<file path="config.mk">
export PLATFORM = sky130hd
export DESIGN_NAME = ab_boot_slot_manager_core
export DESIGN_NICKNAME = d
export VERILOG_FILES = /design/src/sv/absm_pkg.sv /design/src/sv/absm_event_unit.sv /design/src/sv/ab_boot_slot_manager_core.sv
export SDC_FILE = /design/constraint.sdc
export NUM_CORES = 1
export LEC_CHECK = 0
export BUFFER_PORTS_ARGS = -buffer_cell sky130_fd_sc_hd__buf_4
export CORE_MARGIN = 5
export CORE_UTILIZATION = 30
export CTS_BUF_LIST = sky130_fd_sc_hd__clkbuf_4
export DETAILED_ROUTE_END_ITERATION = 8
export PLACE_DENSITY = 0.57
export REMOVE_ABC_BUFFERS = 1
export SYNTH_ARGS = -nofsm -noshare
export SYNTH_HDL_FRONTEND = slang
export SYNTH_HIERARCHICAL = 1
export SYNTH_SLANG_ARGS = --single-unit
export TNS_END_PERCENT = 100
</file>
<file path="constraint.sdc">
create_clock -name aclk -period 5.4 [get_ports aclk]
set_input_delay 0.81 -clock aclk [delete_from_list [all_inputs] [get_ports aclk]]
set_output_delay 0.81 -clock aclk [all_outputs]
set_load 0.01 [all_outputs]
</file>
<file path="src/sv/absm_pkg.sv">
// shared types and codes of the a/b boot slot manager
package absm_pkg;

    localparam int VER_W    = 32;
    localparam int TRIAL_W  = 8;
    localparam int SLOT_W   = 8;
    localparam int MODE_W   = 3;
    localparam int STATE_W  = 3;
    localparam int DEC_W    = 2;
    localparam int S_DATA_W = 56;
    localparam int M_DATA_W = 88;

    localparam logic [MODE_W-1:0] MODE_INIT      = 3'd0;
    localparam logic [MODE_W-1:0] MODE_CANDIDATE = 3'd1;
    localparam logic [MODE_W-1:0] MODE_CONFIRM   = 3'd2;
    localparam logic [MODE_W-1:0] MODE_ROLLBACK  = 3'd3;
    localparam logic [MODE_W-1:0] MODE_MARK_BAD  = 3'd4;
    localparam logic [MODE_W-1:0] MODE_SELECT    = 3'd5;

    localparam logic [STATE_W-1:0] ST_EMPTY     = 3'd0;
    localparam logic [STATE_W-1:0] ST_CANDIDATE = 3'd1;
    localparam logic [STATE_W-1:0] ST_CONFIRMED = 3'd2;
    localparam logic [STATE_W-1:0] ST_ACTIVE    = 3'd3;
    localparam logic [STATE_W-1:0] ST_BAD       = 3'd4;

    localparam logic [DEC_W-1:0] DEC_ACTIVE   = 2'd0;
    localparam logic [DEC_W-1:0] DEC_FALLBACK = 2'd1;
    localparam logic [DEC_W-1:0] DEC_STAY     = 2'd2;

    typedef struct packed {
        logic               active;
        logic [STATE_W-1:0] slot0_st;
        logic [STATE_W-1:0] slot1_st;
        logic [VER_W-1:0]   confirmed_ver;
        logic [VER_W-1:0]   candidate_ver;
        logic [TRIAL_W-1:0] trial_count;
        logic               rollback;
    } boot_state_t;

    typedef struct packed {
        logic [MODE_W-1:0]  mode;
        logic [SLOT_W-1:0]  slot;
        logic [VER_W-1:0]   version;
        logic [TRIAL_W-1:0] trial_budget;
        logic               consume_trial;
    } boot_event_t;

    typedef struct packed {
        logic               ok;
        logic [DEC_W-1:0]   decision;
        logic               boot_slot;
        logic               active_now;
        logic [STATE_W-1:0] active_slot_state;
        logic [VER_W-1:0]   confirmed_ver_out;
        logic [VER_W-1:0]   candidate_ver_out;
        logic [TRIAL_W-1:0] trials_left;
        logic               rollback_pending;
    } boot_result_t;

    function automatic logic is_good(input logic [STATE_W-1:0] st);
        return (st == ST_CONFIRMED) || (st == ST_ACTIVE);
    endfunction

endpackage

</file>
<file path="src/sv/absm_event_unit.sv">
// next boot-control state and result for one event
module absm_event_unit (
    input  absm_pkg::boot_state_t  cur,
    input  absm_pkg::boot_event_t  evt,
    output absm_pkg::boot_state_t  nxt,
    output absm_pkg::boot_result_t res
);

    logic                         slot_ok;
    logic                         fb;
    logic [absm_pkg::STATE_W-1:0] act_st;
    logic [absm_pkg::STATE_W-1:0] fb_st;
    logic [absm_pkg::STATE_W-1:0] nxt_act_st;
    logic                         need_fb;

    assign slot_ok = (evt.slot[absm_pkg::SLOT_W-1:1] == '0);
    assign fb      = ~cur.active;
    assign act_st  = cur.active ? cur.slot1_st : cur.slot0_st;
    assign fb_st   = cur.active ? cur.slot0_st : cur.slot1_st;
    assign need_fb = cur.rollback || (act_st == absm_pkg::ST_BAD) ||
                     (act_st == absm_pkg::ST_EMPTY) ||
                     ((act_st == absm_pkg::ST_CANDIDATE) && (cur.trial_count == '0));

    always_comb begin
        nxt          = cur;
        res          = '0;
        unique case (evt.mode)
            absm_pkg::MODE_INIT: begin
                if (slot_ok) begin
                    nxt.active        = evt.slot[0];
                    nxt.confirmed_ver = evt.version;
                    nxt.candidate_ver = '0;
                    nxt.trial_count   = '0;
                    nxt.rollback      = 1'b0;
                    nxt.slot0_st      = evt.slot[0] ? absm_pkg::ST_EMPTY
                                                    : absm_pkg::ST_CONFIRMED;
                    nxt.slot1_st      = evt.slot[0] ? absm_pkg::ST_CONFIRMED
                                                    : absm_pkg::ST_EMPTY;
                    res.ok            = 1'b1;
                end
            end
            absm_pkg::MODE_CANDIDATE: begin
                if (slot_ok && (evt.trial_budget != '0) && (evt.version != '0)) begin
                    nxt.active = evt.slot[0];
                    if (evt.slot[0]) begin
                        nxt.slot1_st = absm_pkg::ST_CANDIDATE;
                    end else begin
                        nxt.slot0_st = absm_pkg::ST_CANDIDATE;
                    end
                    nxt.candidate_ver = evt.version;
                    nxt.trial_count   = evt.trial_budget;
                    nxt.rollback      = 1'b0;
                    res.ok            = 1'b1;
                end
            end
            absm_pkg::MODE_CONFIRM: begin
                if (cur.active) begin
                    nxt.slot1_st = absm_pkg::ST_CONFIRMED;
                end else begin
                    nxt.slot0_st = absm_pkg::ST_CONFIRMED;
                end
                if (cur.candidate_ver != '0) begin
                    nxt.confirmed_ver = cur.candidate_ver;
                end
                nxt.candidate_ver = '0;
                nxt.trial_count   = '0;
                nxt.rollback      = 1'b0;
                res.ok            = 1'b1;
            end
            absm_pkg::MODE_ROLLBACK: begin
                nxt.rollback = 1'b1;
                res.ok       = 1'b1;
            end
            absm_pkg::MODE_MARK_BAD: begin
                if (slot_ok) begin
                    if (evt.slot[0]) begin
                        nxt.slot1_st = absm_pkg::ST_BAD;
                    end else begin
                        nxt.slot0_st = absm_pkg::ST_BAD;
                    end
                    if (cur.active == evt.slot[0]) begin
                        nxt.candidate_ver = '0;
                        nxt.trial_count   = '0;
                        nxt.rollback      = 1'b1;
                    end
                    res.ok = 1'b1;
                end
            end
            absm_pkg::MODE_SELECT: begin
                priority if (need_fb) begin
                    if (absm_pkg::is_good(fb_st)) begin
                        if ((act_st == absm_pkg::ST_CANDIDATE) || cur.rollback) begin
                            if (cur.active) begin
                                nxt.slot1_st = absm_pkg::ST_BAD;
                            end else begin
                                nxt.slot0_st = absm_pkg::ST_BAD;
                            end
                            nxt.candidate_ver = '0;
                        end
                        nxt.active      = fb;
                        nxt.rollback    = 1'b0;
                        nxt.trial_count = '0;
                        res.decision    = absm_pkg::DEC_FALLBACK;
                        res.boot_slot   = fb;
                        res.ok          = 1'b1;
                    end else begin
                        res.decision = absm_pkg::DEC_STAY;
                    end
                end else if (act_st == absm_pkg::ST_CANDIDATE) begin
                    if (evt.consume_trial) begin
                        nxt.trial_count = cur.trial_count -
                                          {{(absm_pkg::TRIAL_W-1){1'b0}}, 1'b1};
                    end
                    res.decision  = absm_pkg::DEC_ACTIVE;
                    res.boot_slot = cur.active;
                    res.ok        = 1'b1;
                end else if (absm_pkg::is_good(act_st)) begin
                    res.decision  = absm_pkg::DEC_ACTIVE;
                    res.boot_slot = cur.active;
                    res.ok        = 1'b1;
                end else begin
                    res.decision = absm_pkg::DEC_STAY;
                end
            end
            default: begin
            end
        endcase

        nxt_act_st            = nxt.active ? nxt.slot1_st : nxt.slot0_st;
        res.active_now        = nxt.active;
        res.active_slot_state = nxt_act_st;
        res.confirmed_ver_out = nxt.confirmed_ver;
        res.candidate_ver_out = nxt.candidate_ver;
        res.trials_left       = nxt.trial_count;
        res.rollback_pending  = nxt.rollback;
    end

endmodule

</file>
<file path="src/sv/ab_boot_slot_manager_core.sv">
// top level of the a/b boot slot manager
//
// usage: one event transaction in on the s_ channel (mode in s_tuser, the
// other fields in s_tdata), one result transaction out on the m_ channel for
// every event, in order. an accepted event sits in an input register; when it
// advances, the event unit updates the boot-control state and loads the
// result register, which drives m_tvalid. throughput is one event per cycle
// while the receiver takes results: the state update is a single pass of
// compares and muxes between the input register and the state/result
// registers, so an event can follow its predecessor immediately.
// when the receiver stalls, the result register holds and the input register
// still takes one more event; s_tready drops only when both are full and
// m_tready is low.
// reset (aresetn low, synchronous) empties both registers and returns the
// state to: slot 0 active and confirmed, slot 1 empty, versions, trial count
// and rollback flag zero.
module ab_boot_slot_manager_core (
    input  logic                           aclk,
    input  logic                           aresetn,
    input  logic                           s_tvalid,
    output logic                           s_tready,
    // slot[7:0], version[39:8], trial_budget[47:40], consume_trial[48], zero fill
    input  logic [absm_pkg::S_DATA_W-1:0]  s_tdata,
    // mode[2:0]
    input  logic [absm_pkg::MODE_W-1:0]    s_tuser,
    output logic                           m_tvalid,
    input  logic                           m_tready,
    // ok[0], decision[2:1], boot_slot[3], active_now[4], active_slot_state[7:5],
    // confirmed_ver_out[39:8], candidate_ver_out[71:40], trials_left[79:72],
    // rollback_pending[80], zero fill
    output logic [absm_pkg::M_DATA_W-1:0]  m_tdata
);

    logic                   in_valid_reg;
    absm_pkg::boot_event_t  evt_reg;
    logic                   out_valid_reg;
    absm_pkg::boot_result_t res_reg;
    absm_pkg::boot_state_t  state_reg;
    absm_pkg::boot_state_t  state_next;
    absm_pkg::boot_result_t res_next;
    logic                   advance;

    assign advance  = in_valid_reg && (!out_valid_reg || m_tready);
    assign s_tready = !in_valid_reg || advance;

    absm_event_unit u_event (
        .cur (state_reg),
        .evt (evt_reg),
        .nxt (state_next),
        .res (res_next)
    );

    always_ff @(posedge aclk) begin
        if (!aresetn) begin
            in_valid_reg            <= 1'b0;
            out_valid_reg           <= 1'b0;
            state_reg.active        <= 1'b0;
            state_reg.slot0_st      <= absm_pkg::ST_CONFIRMED;
            state_reg.slot1_st      <= absm_pkg::ST_EMPTY;
            state_reg.confirmed_ver <= '0;
            state_reg.candidate_ver <= '0;
            state_reg.trial_count   <= '0;
            state_reg.rollback      <= 1'b0;
        end else begin
            if (s_tvalid && s_tready) begin
                in_valid_reg <= 1'b1;
            end else if (advance) begin
                in_valid_reg <= 1'b0;
            end
            if (advance) begin
                out_valid_reg <= 1'b1;
                state_reg     <= state_next;
            end else if (m_tready) begin
                out_valid_reg <= 1'b0;
            end
        end
    end

    always_ff @(posedge aclk) begin
        if (s_tvalid && s_tready) begin
            evt_reg.mode          <= s_tuser;
            evt_reg.slot          <= s_tdata[7:0];
            evt_reg.version       <= s_tdata[39:8];
            evt_reg.trial_budget  <= s_tdata[47:40];
            evt_reg.consume_trial <= s_tdata[48];
        end
        if (advance) begin
            res_reg <= res_next;
        end
    end

    assign m_tvalid = out_valid_reg;
    assign m_tdata  = {7'd0,
                       res_reg.rollback_pending,
                       res_reg.trials_left,
                       res_reg.candidate_ver_out,
                       res_reg.confirmed_ver_out,
                       res_reg.active_slot_state,
                       res_reg.active_now,
                       res_reg.boot_slot,
                       res_reg.decision,
                       res_reg.ok};

    a_reset_empty: assert property (@(posedge aclk)
        !aresetn |=> !in_valid_reg && !m_tvalid)
        else $error("pipeline not empty after reset");

    a_advance_fills: assert property (@(posedge aclk) disable iff (!aresetn)
        advance |=> m_tvalid)
        else $error("processed event produced no result");

    a_stall_cause: assert property (@(posedge aclk) disable iff (!aresetn)
        !s_tready |-> in_valid_reg && out_valid_reg && !m_tready)
        else $error("input stalled without a full pipeline");

    a_fallback_clears: assert property (@(posedge aclk) disable iff (!aresetn)
        m_tvalid && (res_reg.decision == absm_pkg::DEC_FALLBACK) |->
            res_reg.ok && !res_reg.rollback_pending && (res_reg.trials_left == '0))
        else $error("fallback left trial or rollback state behind");

endmodule
</file>
# Word level (Yosys, flattened, before mapping)
# Cells that the tools add are included.
# Widths: inputs -> output; s select.
[totals]
out_inout_bits = 90
wordCells = 113
input_bits = 63
register_bits = 215
[classes]
n_eq_ne = 12
n_addsub = 1
muxes = 50
n_reduce_logical = 26
bitwise = 1
[ops]
columns = ["operator", "count"]
rows = [
  ["$pmux 40 s5", 1],
  ["$mux 41", 4],
  ["$mux 32", 3],
  ["$mux 80", 1],
  ["$pmux 32 s2", 1],
  ["$reduce_bool 32->1", 2],
  ["$mux 3", 11],
  ["$pmux 6 s5", 1],
  ["$mux 8", 3],
  ["$mux 7", 3],
  ["$eq 3x2->1 const B", 6],
  ["$mux 6", 2],
  ["$mux 1", 11],
  ["$eq 3x3->1 const B", 3],
  ["$logic_not 8->1", 1],
  ["$logic_or 1x1->1", 8],
  ["$mux 2", 4],
  ["$mux 4", 2],
  ["$reduce_bool 8->1", 1],
  ["$sub 8x1->8 const B", 1],
  ["$logic_not 7->1", 1],
  ["$eq 3x1->1 const B", 2],
  ["$logic_not 3->1", 2],
  ["$pmux 1 s6", 1],
  ["8 further kinds", 15],
]

# Logic depth before layout (Yosys ltp)
# Gate-level depths: netlist of run 1.
[depth]
word_depth = 8
depth_mapped = 10
ltp_nobuf = 9

# Modules after synthesis
# The synthesis of run 1 kept the hierarchy.
[by_module_without_submodules]
columns = ["module", "area_each_um2", "n_inst", "seq_area_each_um2", "cells_each"]
rows = [
  ["ab_boot_slot_manager_core", 7412.1, 1, 5635.4, 498],
  ["absm_event_unit", 2648.8, 1, 0.0, 395],
]

# Worst setup path after synthesis of run 1
# Ideal clock, no wire load.
[synth_timing]
kind = "input -> register"
startpoint = "input port m_tready"
endpoint = "register evt_reg[0] (netlist name), enable pin"
path_stages = 4
required_time_ns = 4.985
arrival_time_ns = 2.350
setup_ns = 0.415
path_buffers = 1
setup_slack_ns = 2.635
path_cell_list = "nor2b_4 buf_6 nand2_1 and2_1"
[synth_between]
elab_chain_len = 4
[synth_lines]
columns = ["item", "line", "text"]
rows = [
  ["start: declaration", "ab_boot_slot_manager_core.sv:27", "input logic m_tready,"],
  ["$logic_or 1x1->1", "ab_boot_slot_manager_core.sv:43", "assign advance = in_valid_reg && (!out_valid_reg || m_tready);"],
  ["$logic_and 1x1->1", "ab_boot_slot_manager_core.sv:43", ""],
  ["$logic_or 1x1->1", "ab_boot_slot_manager_core.sv:44", "assign s_tready = !in_valid_reg || advance;"],
  ["net s_tready", "ab_boot_slot_manager_core.sv:21", "output logic s_tready,"],
  ["$logic_and 1x1->1", "ab_boot_slot_manager_core.sv:80", "if (s_tvalid && s_tready) begin"],
  ["end: declaration", "ab_boot_slot_manager_core.sv:35", "absm_pkg::boot_event_t evt_reg;"],
]
# The timed path passes the listed nets, and every way through them passes these cells.
# A chain may end at the register's enable or synchronous reset.

==> results of run 1 <==
-- placed cells by master (no fill, tap or decap), drive strengths merged, types with 5 or more instances in the layout --
master,netlist,final
dfxtp,82,82
a21oi,18,18
clkinv,0,25
nor2,25,25
nor4,24,24
nand3,6,6
inv,42,43
a222oi,32,32
nand2,171,171
mux2i,81,81
o21ai,17,17
a31oi,8,8
buf,103,146
a221oi,5,5
conb,1,7
and2,5,5
a22o,32,32
clkbuf,32,80
nor3,6,6
edfxtp,133,133
-- worst paths after layout --
path                              startpoint                         end  slack [ps]
setup / recovery       evt_reg[26]$_DFFE_PP_  state_reg[26]$_SDFFE_PN0P_        1570
hold / removal                   s_tdata[22]       evt_reg[23]$_DFFE_PP_         270
hold reg to reg   state_reg[51]$_SDFFE_PN0P_  state_reg[51]$_SDFFE_PN0P_         450
setup reg to reg       evt_reg[26]$_DFFE_PP_  state_reg[26]$_SDFFE_PN0P_        1570
-- where the power goes --
| part | switching (mW) | total (mW) | internal (mW) |
|---|---|---|---|
| Clock | 0.706 | 1.50 | 0.790 |
| Sequential | 0.0340 | 1.82 | 1.79 |
| Combinational | 0.124 | 0.204 | 0.0800 |
-- cell families (layout without fill, tap and decap cells) --
family	count (synthesis)	count (layout)	synth area share
muxes	84	84	0.0851
and+or+nand+nor	260	260	0.117
DFF	215	215	0.560
buffers and inverters	177	298	0.111
adders and majority gates	2	2	0.00249
other	1	8	0.000373
xor gates and xnor gates	2	2	0.00174
AOI/OAI and AO/OA	152	152	0.122
-- cell usage after synthesis, drive strengths merged (6+ instances only) --
cell type | n | area, um^2
nand2 | 171 | 642
edfxtp | 133 | 3990
buf | 103 | 842
dfxtp | 82 | 1640
mux2i | 81 | 811
inv | 42 | 158
a222oi | 32 | 320
a22o | 32 | 280
clkbuf | 32 | 120
nor2 | 25 | 110
nor4 | 24 | 150
a21oi | 18 | 90.1
o21ai | 17 | 88.8
a31oi | 8 | 50.1
nand3 | 6 | 30.0
nor3 | 6 | 30.0
-- stage by stage --
stage          hold slack (ps)   util  cell area, um^2  instances  setup slack, ps
2_1_floorplan              434      -             9120        764             1050
3_3_place_gp               442  0.325            10800       1358             1830
3_5_place_dp               448  0.325            10800       1358             1740
4_1_cts                    160  0.348            11600       1468             1740
5_1_grt                    186  0.348            11600       1469             1480
6_report                   268  0.348            11600       1469             1570
-- area by class of cell --
cell class,count,area [um^2],area share
clock buffer,80,601,0.0518
clock inverter,30,179,0.0154
inverter,42,158,0.0136
tap,448,561,0.0483
timing repair buffer,146,1110,0.0956
antenna,1,2.50,0.000216
multi-input combinational,507,3350,0.289
sequential,215,5640,0.486
-- layer usage --
metal | part of all wire | global-route usage
met1 | 0.45 | 0.186
met2 | 0.45 | 0.208
met4 | 0.034 | 0.0594
met5 | 0 | 0
met3 | 0.066 | 0.0324
-- worst max-delay path, stage by stage (launching register included) --
cell and delay [ps]:
edfxtp_1 440, nor4_1 660, nand4_1 530, o21a_1 360, o31ai_1 280, buf_4 230, a21o_2 730, a22o_1 290
nand2_1 60, mux2i_1 150
==> key figures, run 1 <==
Clock network
  • Clock transition at path regs: 70 ps
  • Clk sinks: 215
  • Worst skew pair latency: 710 ps
  • CTS root buffer: clkbuf_4
  • Setup bufs post-CTS: 0
  • Total CTS buffers: 59
  • # hold bufs at CTS: 0
  • Clock Tree Buf Depth: 3
  • H-tree depth: 2
  • CTS tree: yes
  • # resized after CTS: 0

Die
  • DIE HEIGHT: 193 um
  • Initial core utilization: 0.302
  • Core footprint: 33,300 um^2
  • Die Wd: 193 um
  • Die ar.: 37,300 um^2
  • Ports: 153
  • Rows: 67

Setup path
  • Worst reg-to-reg path cell count: 9
  • CP Capture Type: flip-flop
  • CP Max Fanout: 32
  • Worst Path Arrival: 4430 ps
  • Req. time, crit path: 6010 ps
  • Startpoint Class: flip-flop
  • Crit path kind: flip-flop to flip-flop

Timing
  • Final Hold Fails: 0
  • Clock Skew: 38.0 ps
  • Final period util: 0.709
  • Rel. slew slack: 0.248
  • Setup TNS: 0 ps
  • Min cycle time layout: 3830 ps
  • RSZ-0062 raised after global routing: no
  • Max Transition Viols Final: 0
  • Endpoints failing setup: 0
  • Fmax: 0.261 GHz
  • Worst Tran Pin Value: 1130 ps

Route
  • Final wirelength: 26,300 um
  • DR DRC count: 14
  • Initial DRC count: 631
  • Number of detailed-route iterations in the first pass: 9
  • DRT antenna net count: 0
  • WL/cell: 17.9 um
  • Post-DR vias/cell: 4.85
  • DR vias: 7,122

Yosys
  • Primary FF master, synth: edfxtp_1
  • Count of cell types in the netlist: 67
  • Post-Synthesis Cell Area: 10,100 um^2
  • Syn Area/Cell: 11.3 um^2
  • Sequential area share after synthesis: 0.560
  • Ys async rst share: 0
  • Flops & latches, synth: 215
  • Synth warn: 6
  • Synthesized instance count: 893
  • EDFF count, synth: 133

Place
  • Port bufs: 138
  • RePlAce Congestion: 0.846
  • Hpwl dp: 16,500 um

Outcome
  • Status: complete, but fails checks
  • Failing checks: design-rule violations

Global route
  • Total Routing Usage GR: 0.136
  • Largest net degree at the start of global routing: 161
  • First-pass GRT wire length: 39,500 um
  • Number of global-route vias before repair: 6,861
  • Initial antenna violation count: 1
  • GR Overflow Total: 0

Min path
  • Hold Crit Class: primary input to flip-flop
  • Worst Hold Depth: 1

Power and ir drop
  • Power Dens Cells: 303 nW/um^2
  • Power Total: 3.52 mW
  • Leakage power: 4.47 nW
  • Peak supply drop: 0.130 mV

Flow run
  • Maximum capacitance violations: 0

Finish
  • Area delta synth->final: 15.3%
  • Max reg flops: 81
  • Layout cells sized above 1: 0.250
  • Filler Cell Count: 3,355
  • Net count, final: 1,036
(Power assumes the default switching activity.)
==> run 2, diff against run 1 <==
clock period = 3.6 ns   (was 5.4 ns; I/O delays follow)
==> key figures, run 2 (same netlist as run 1, synthesis figures left out) <==
Timing
  • Min cycle time layout: 3290 ps
  • Final period util: 0.913
  • Max Transition Viols Final: 0
  • Fmax: 0.304 GHz
  • RSZ-0062 raised after global routing: no
  • Rel. slew slack: 0.244
  • Worst Tran Pin Value: 1130 ps
  • Clock Skew: 39.2 ps
  • Endpoints failing setup: 0
  • Final Hold Fails: 0

Power and ir drop
  • Sequential share of power: 0.513
  • Internal power: 3.98 mW
  • Switch share: 0.249
  • Peak supply drop: 0.174 mV
  • Combinational power share: 0.070
  • Power Dens Cells: 433 nW/um^2
  • Power share of the clock group: 0.417
  • Power Total: 5.31 mW
  • Leakage power: 4.78 nW
  • Psw: 1.32 mW

Global route
  • Largest net degree at the start of global routing: 98
  • Total Routing Usage GR: 0.139
  • Number of global-route vias before repair: 7,122
  • Initial antenna violation count: 1
  • First-pass GRT wire length: 40,300 um
  • GR Overflow Total: 0

Min path
  • Hold Crit Class: primary input to flip-flop

Finish
  • Final instance area: 12,200 um^2
  • Commonest non-fill, non-tap cell in the layout: nand2_1
  • Layout cells sized above 1: 0.253
  • Most frequent cells in the layout: 171 x nand2_1, 153 x buf_4, 133 x edfxtp_1, 88 x clkbuf_4, 82 x dfxtp_1
  • Area delta synth->final: 21.7%
  • Max reg flops: 81
  • Net count, final: 1,101
  • Core Util, Final: 0.368

Clock network
  • Total CTS buffers: 61
  • Clock transition at path regs: 70 ps
  • CTS root buffer: clkbuf_4
  • Worst skew pair latency: 700 ps
  • # hold bufs at CTS: 52
  • Setup bufs post-CTS: 0
  • CTS tree: yes
  • H-tree depth: 2
  • Clock Tree Buf Depth: 3
  • Clk sinks: 215
  • # resized after CTS: 0

Place
  • RePlAce Congestion: 0.832
  • Hpwl dp: 17,300 um
  • Port bufs: 138
  • Area after DPL: 10,900 um^2

Route
  • Final wirelength: 26,700 um
  • Post-DR vias/cell: 4.71
  • Number of detailed-route iterations in the first pass: 8
  • DRT antenna net count: 0
  • Initial DRC count: 506
  • DR vias: 7,248
  • WL/cell: 17.4 um
  • DR DRC count: 0

Die
  • Die ar.: 37,300 um^2
  • Initial core utilization: 0.302
  • Rows: 67
  • Die Wd: 193 um
  • DIE HEIGHT: 193 um
  • Ports: 153
  • Core footprint: 33,300 um^2

Flow run
  • Maximum capacitance violations: 0

Setup path
  • Req. time, crit path: 4220 ps
  • Worst Path Arrival: 3910 ps
  • CP Capture Type: flip-flop
  • Crit path kind: flip-flop to flip-flop
  • Startpoint Class: flip-flop
  • CP Max Fanout: 20

Outcome
  • Status: complete, no violations
run 2: cell types whose count changed in the layout (fill, tap and decap cells not counted):
cell | previous run | this run
dlygate4sd3_1 | 0 | 52
buf_4 | 145 | 153
clkbuf_4 | 80 | 88
clkinv_1 | 20 | 16
clkinv_2 | 5 | 9
buf_12 | 1 | 4
bufinv_16 | 2 | 0
clkinv_4 | 0 | 2
clkinvlp_4 | 2 | 0
a21o_1 | 1 | 2
a21o_2 | 1 | 0
run 2: power by group through the flow:
stage	Clock, mW	Combinational [mW]	Sequential, mW
finish	2.21	0.372	2.72
global route	2.46	0.400	2.73
CTS	2.33	0.376	2.72
detailed placement	0	0.330	2.78
global placement	0	0.329	2.78
floorplan	0	0.132	2.78
run 2: worst paths after layout:
check,start,to,slack [ps],cells after the start
hold reg to reg,state_reg[59]$_SDFFE_PN0P_,state_reg[59]$_SDFFE_PN0P_,450,2
setup reg to reg,state_reg[14]$_SDFFE_PN0P_,state_reg[70]$_SDFFE_PN0P_,310,9
hold / removal,s_tvalid,in_valid_reg$_SDFFE_PN0P_,90,3
setup / recovery,state_reg[14]$_SDFFE_PN0P_,state_reg[70]$_SDFFE_PN0P_,310,9
run 2: layout make-up:
class	instances	area [um^2]
Fill cell	3298	21000
Antenna cell	1	2.50
Inverter	42	158
Timing Repair Buffer	209	1750
Clock inverter	28	126
Sequential cell	215	5640
Multi-Input combinational cell	507	3350
Clock buffer	88	661
Tap cell	448	561
run 2: critical path, cell delays in order (launching register included):
cell	delay (ps)
dfxtp_1	340
nor4_1	670
buf_4	220
nand4_1	160
o31ai_4	990
buf_4	390
a222oi_1	110
inv_1	130
nand2_1	60
mux2i_1	140
run 2: per-layer routing:
layer	part of all wire	up-vias	wire (um)	track usage
li1	-	3537	-	-
met3	0.059	44	1580	0.0310
met2	0.47	215	12500	0.223
met1	0.45	3452	12100	0.185
met5	0	-	0	0
met4	0.022	0	576	0.0490
run 2: metrics by stage:
step	std cells	setup slack (ps)	TNS [ps]	hold slack (ps)
after floorplan	764	-747	-36220	434
after global placement	1369	381	0	442
after detailed placement	1369	330	0	448
after CTS	1537	296	0	4.02
after global routing	1538	112	0	16.3
final	1538	313	0	92.6
==> run 3, diff against run 2 <==
CORE_ASPECT_RATIO = 1.1   (was not set)
==> key figures, run 3 (same netlist as run 1, synthesis figures left out) <==
Route
  • DRT antenna net count: 0
  • Number of detailed-route iterations in the first pass: 7
  • Initial DRC count: 637
  • DR vias: 7,414
  • Final wirelength: 26,000 um
  • WL/cell: 17.1 um
  • Post-DR vias/cell: 4.88
  • DR DRC count: 0

Setup path
  • Slowest stage delay, CP: 460 ps
  • Worst Path Arrival: 3630 ps
  • Req. time, crit path: 4200 ps
  • CP Max Fanout: 7
  • Startpoint Class: flip-flop
  • Slowest cell on crit path: nor4_1
  • CP Capture Type: flip-flop
  • Crit path kind: flip-flop to flip-flop
  • CP cell instances: nor4_1 -> nand4_1 -> o21a_1 -> o31ai_1 -> buf_4 -> o21ba_2 -> o21ai_0 -> nand2_1 -> mux2i_1
  • Top delay family on crit path: compound AO/OA/AOI/OAI gates
  • Crit path buffers/inverters: 1

Timing
  • Endpoints failing setup: 0
  • Min cycle time layout: 3030 ps
  • RSZ-0062 raised after global routing: no
  • Worst Tran Pin Value: 858 ps
  • Final worst setup slack: 573 ps
  • Hold slack: 87.9 ps
  • Max Transition Viols Final: 0
  • Rel. slew slack: 0.428
  • Final period util: 0.841
  • Clock Skew: 40.7 ps
  • Final Hold Fails: 0
  • Fmax: 0.330 GHz

Clock network
  • H-tree depth: 2
  • CTS root buffer: clkbuf_4
  • Clk sinks: 215
  • Clock transition at path regs: 60 ps
  • Clock Tree Buf Depth: 3
  • Total CTS buffers: 59
  • Worst skew pair latency: 710 ps
  • CTS tree: yes
  • # resized after CTS: 0

Finish
  • Commonest non-fill, non-tap cell in the layout: nand2_1
  • Max reg flops: 81
  • Net count, final: 1,101
  • Area delta synth->final: 22.2%
  • Most frequent cells in the layout: 171 x nand2_1, 154 x buf_4, 133 x edfxtp_1, 90 x clkbuf_4, 82 x dfxtp_1
  • Layout cells sized above 1: 0.255
  • Core Util, Final: 0.370

Power and ir drop
  • Leakage power: 4.81 nW
  • Power Dens Cells: 441 nW/um^2
  • Peak supply drop: 0.197 mV
  • Power Total: 5.42 mW

Die
  • DIE HEIGHT: 202 um
  • Ports: 153
  • Core footprint: 33,200 um^2
  • Rows: 70
  • Die ar.: 37,300 um^2
  • Initial core utilization: 0.303
  • Die Wd: 185 um

Global route
  • Initial antenna violation count: 1
  • First-pass GRT wire length: 40,500 um
  • Total Routing Usage GR: 0.136
  • GR Overflow Total: 0
  • Largest net degree at the start of global routing: 85
  • Number of global-route vias before repair: 7,447

Place
  • Hpwl dp: 16,900 um
  • RePlAce Congestion: 0.880
  • Port bufs: 138
  • Dpl ws: 662 ps

Min path
  • Hold Crit Class: primary input to flip-flop

Flow run
  • Maximum capacitance violations: 0

Outcome
  • Status: complete, no violations
-- run 3: cell count changes in the layout (fill, tap and decap cells not counted) --
cell	change
clkbuf_4	+2
clkinv_4	-2
buf_12	+2
clkinv_2	-2
clkinv_1	-4
bufinv_16	+2
dlygate4sd3_1	-1
inv_2	-1
buf_4	+1
-- run 3: routing by layer --
metal / vias to the layer above / share of wire / track usage
met1: 3546 / 0.42 / 0.171
met4: 0 / 0.026 / 0.0576
li1: 3541 / - / -
met5: - / 0 / 0
met2: 277 / 0.48 / 0.224
met3: 50 / 0.068 / 0.0328
-- run 3: area by class of cell --
| class | count | area [um^2] |
|---|---|---|
| Sequential cell | 215 | 5640 |
| Inverter | 42 | 158 |
| Clock buffer | 90 | 676 |
| Antenna cell | 1 | 2.50 |
| Tap cell | 432 | 541 |
| Timing Repair Buffer | 211 | 1790 |
| Clock inverter | 21 | 140 |
| Fill cell | 3254 | 20900 |
| Multi-Input combinational cell | 507 | 3350 |
-- run 3: metrics by stage --
stage          std cells  area, um^2  TNS (ps)
2_1_floorplan        764        9120    -36220
3_3_place_gp        1356       11000         0
3_5_place_dp        1356       11000         0
4_1_cts             1518       12300         0
5_1_grt             1519       12300         0
6_report            1519       12300         0
-- run 3: worst register-to-register path: cells and delay by family, from the launching register on --
family	cells	cell delay, ps
AOI/OAI and AO/OA	4	1140
muxes	1	150
buffers and inverters	1	240
DFF	1	440
and+or+nand+nor	3	980
-- run 3: power breakdown --
part	total, mW	leakage [nW]	switching (mW)	internal [mW]
Clock	2.32	0.489	1.04	1.29
Sequential	2.72	2.00	0.0469	2.68
Combinational	0.374	2.32	0.202	0.171
-- run 3: what timing repair did --
item,4_1_cts,5_1_grt
endpoints found under the setup margin,0,0
buffers inserted,0,0
hold buffers,51,0
hold endpoints to repair,51,0
-- run 3: path summary, 6_finish.rpt --
path	slack, ps	cells past startpoint	to	from
setup / recovery	570	9	state_reg[2]$_SDFFE_PN0P_	evt_reg[13]$_DFFE_PP_
hold / removal	90	1	evt_reg[18]$_DFFE_PP_	s_tdata[17]
setup reg to reg	570	9	state_reg[2]$_SDFFE_PN0P_	evt_reg[13]$_DFFE_PP_
hold reg to reg	460	2	state_reg[62]$_SDFFE_PN0P_	state_reg[62]$_SDFFE_PN0P_
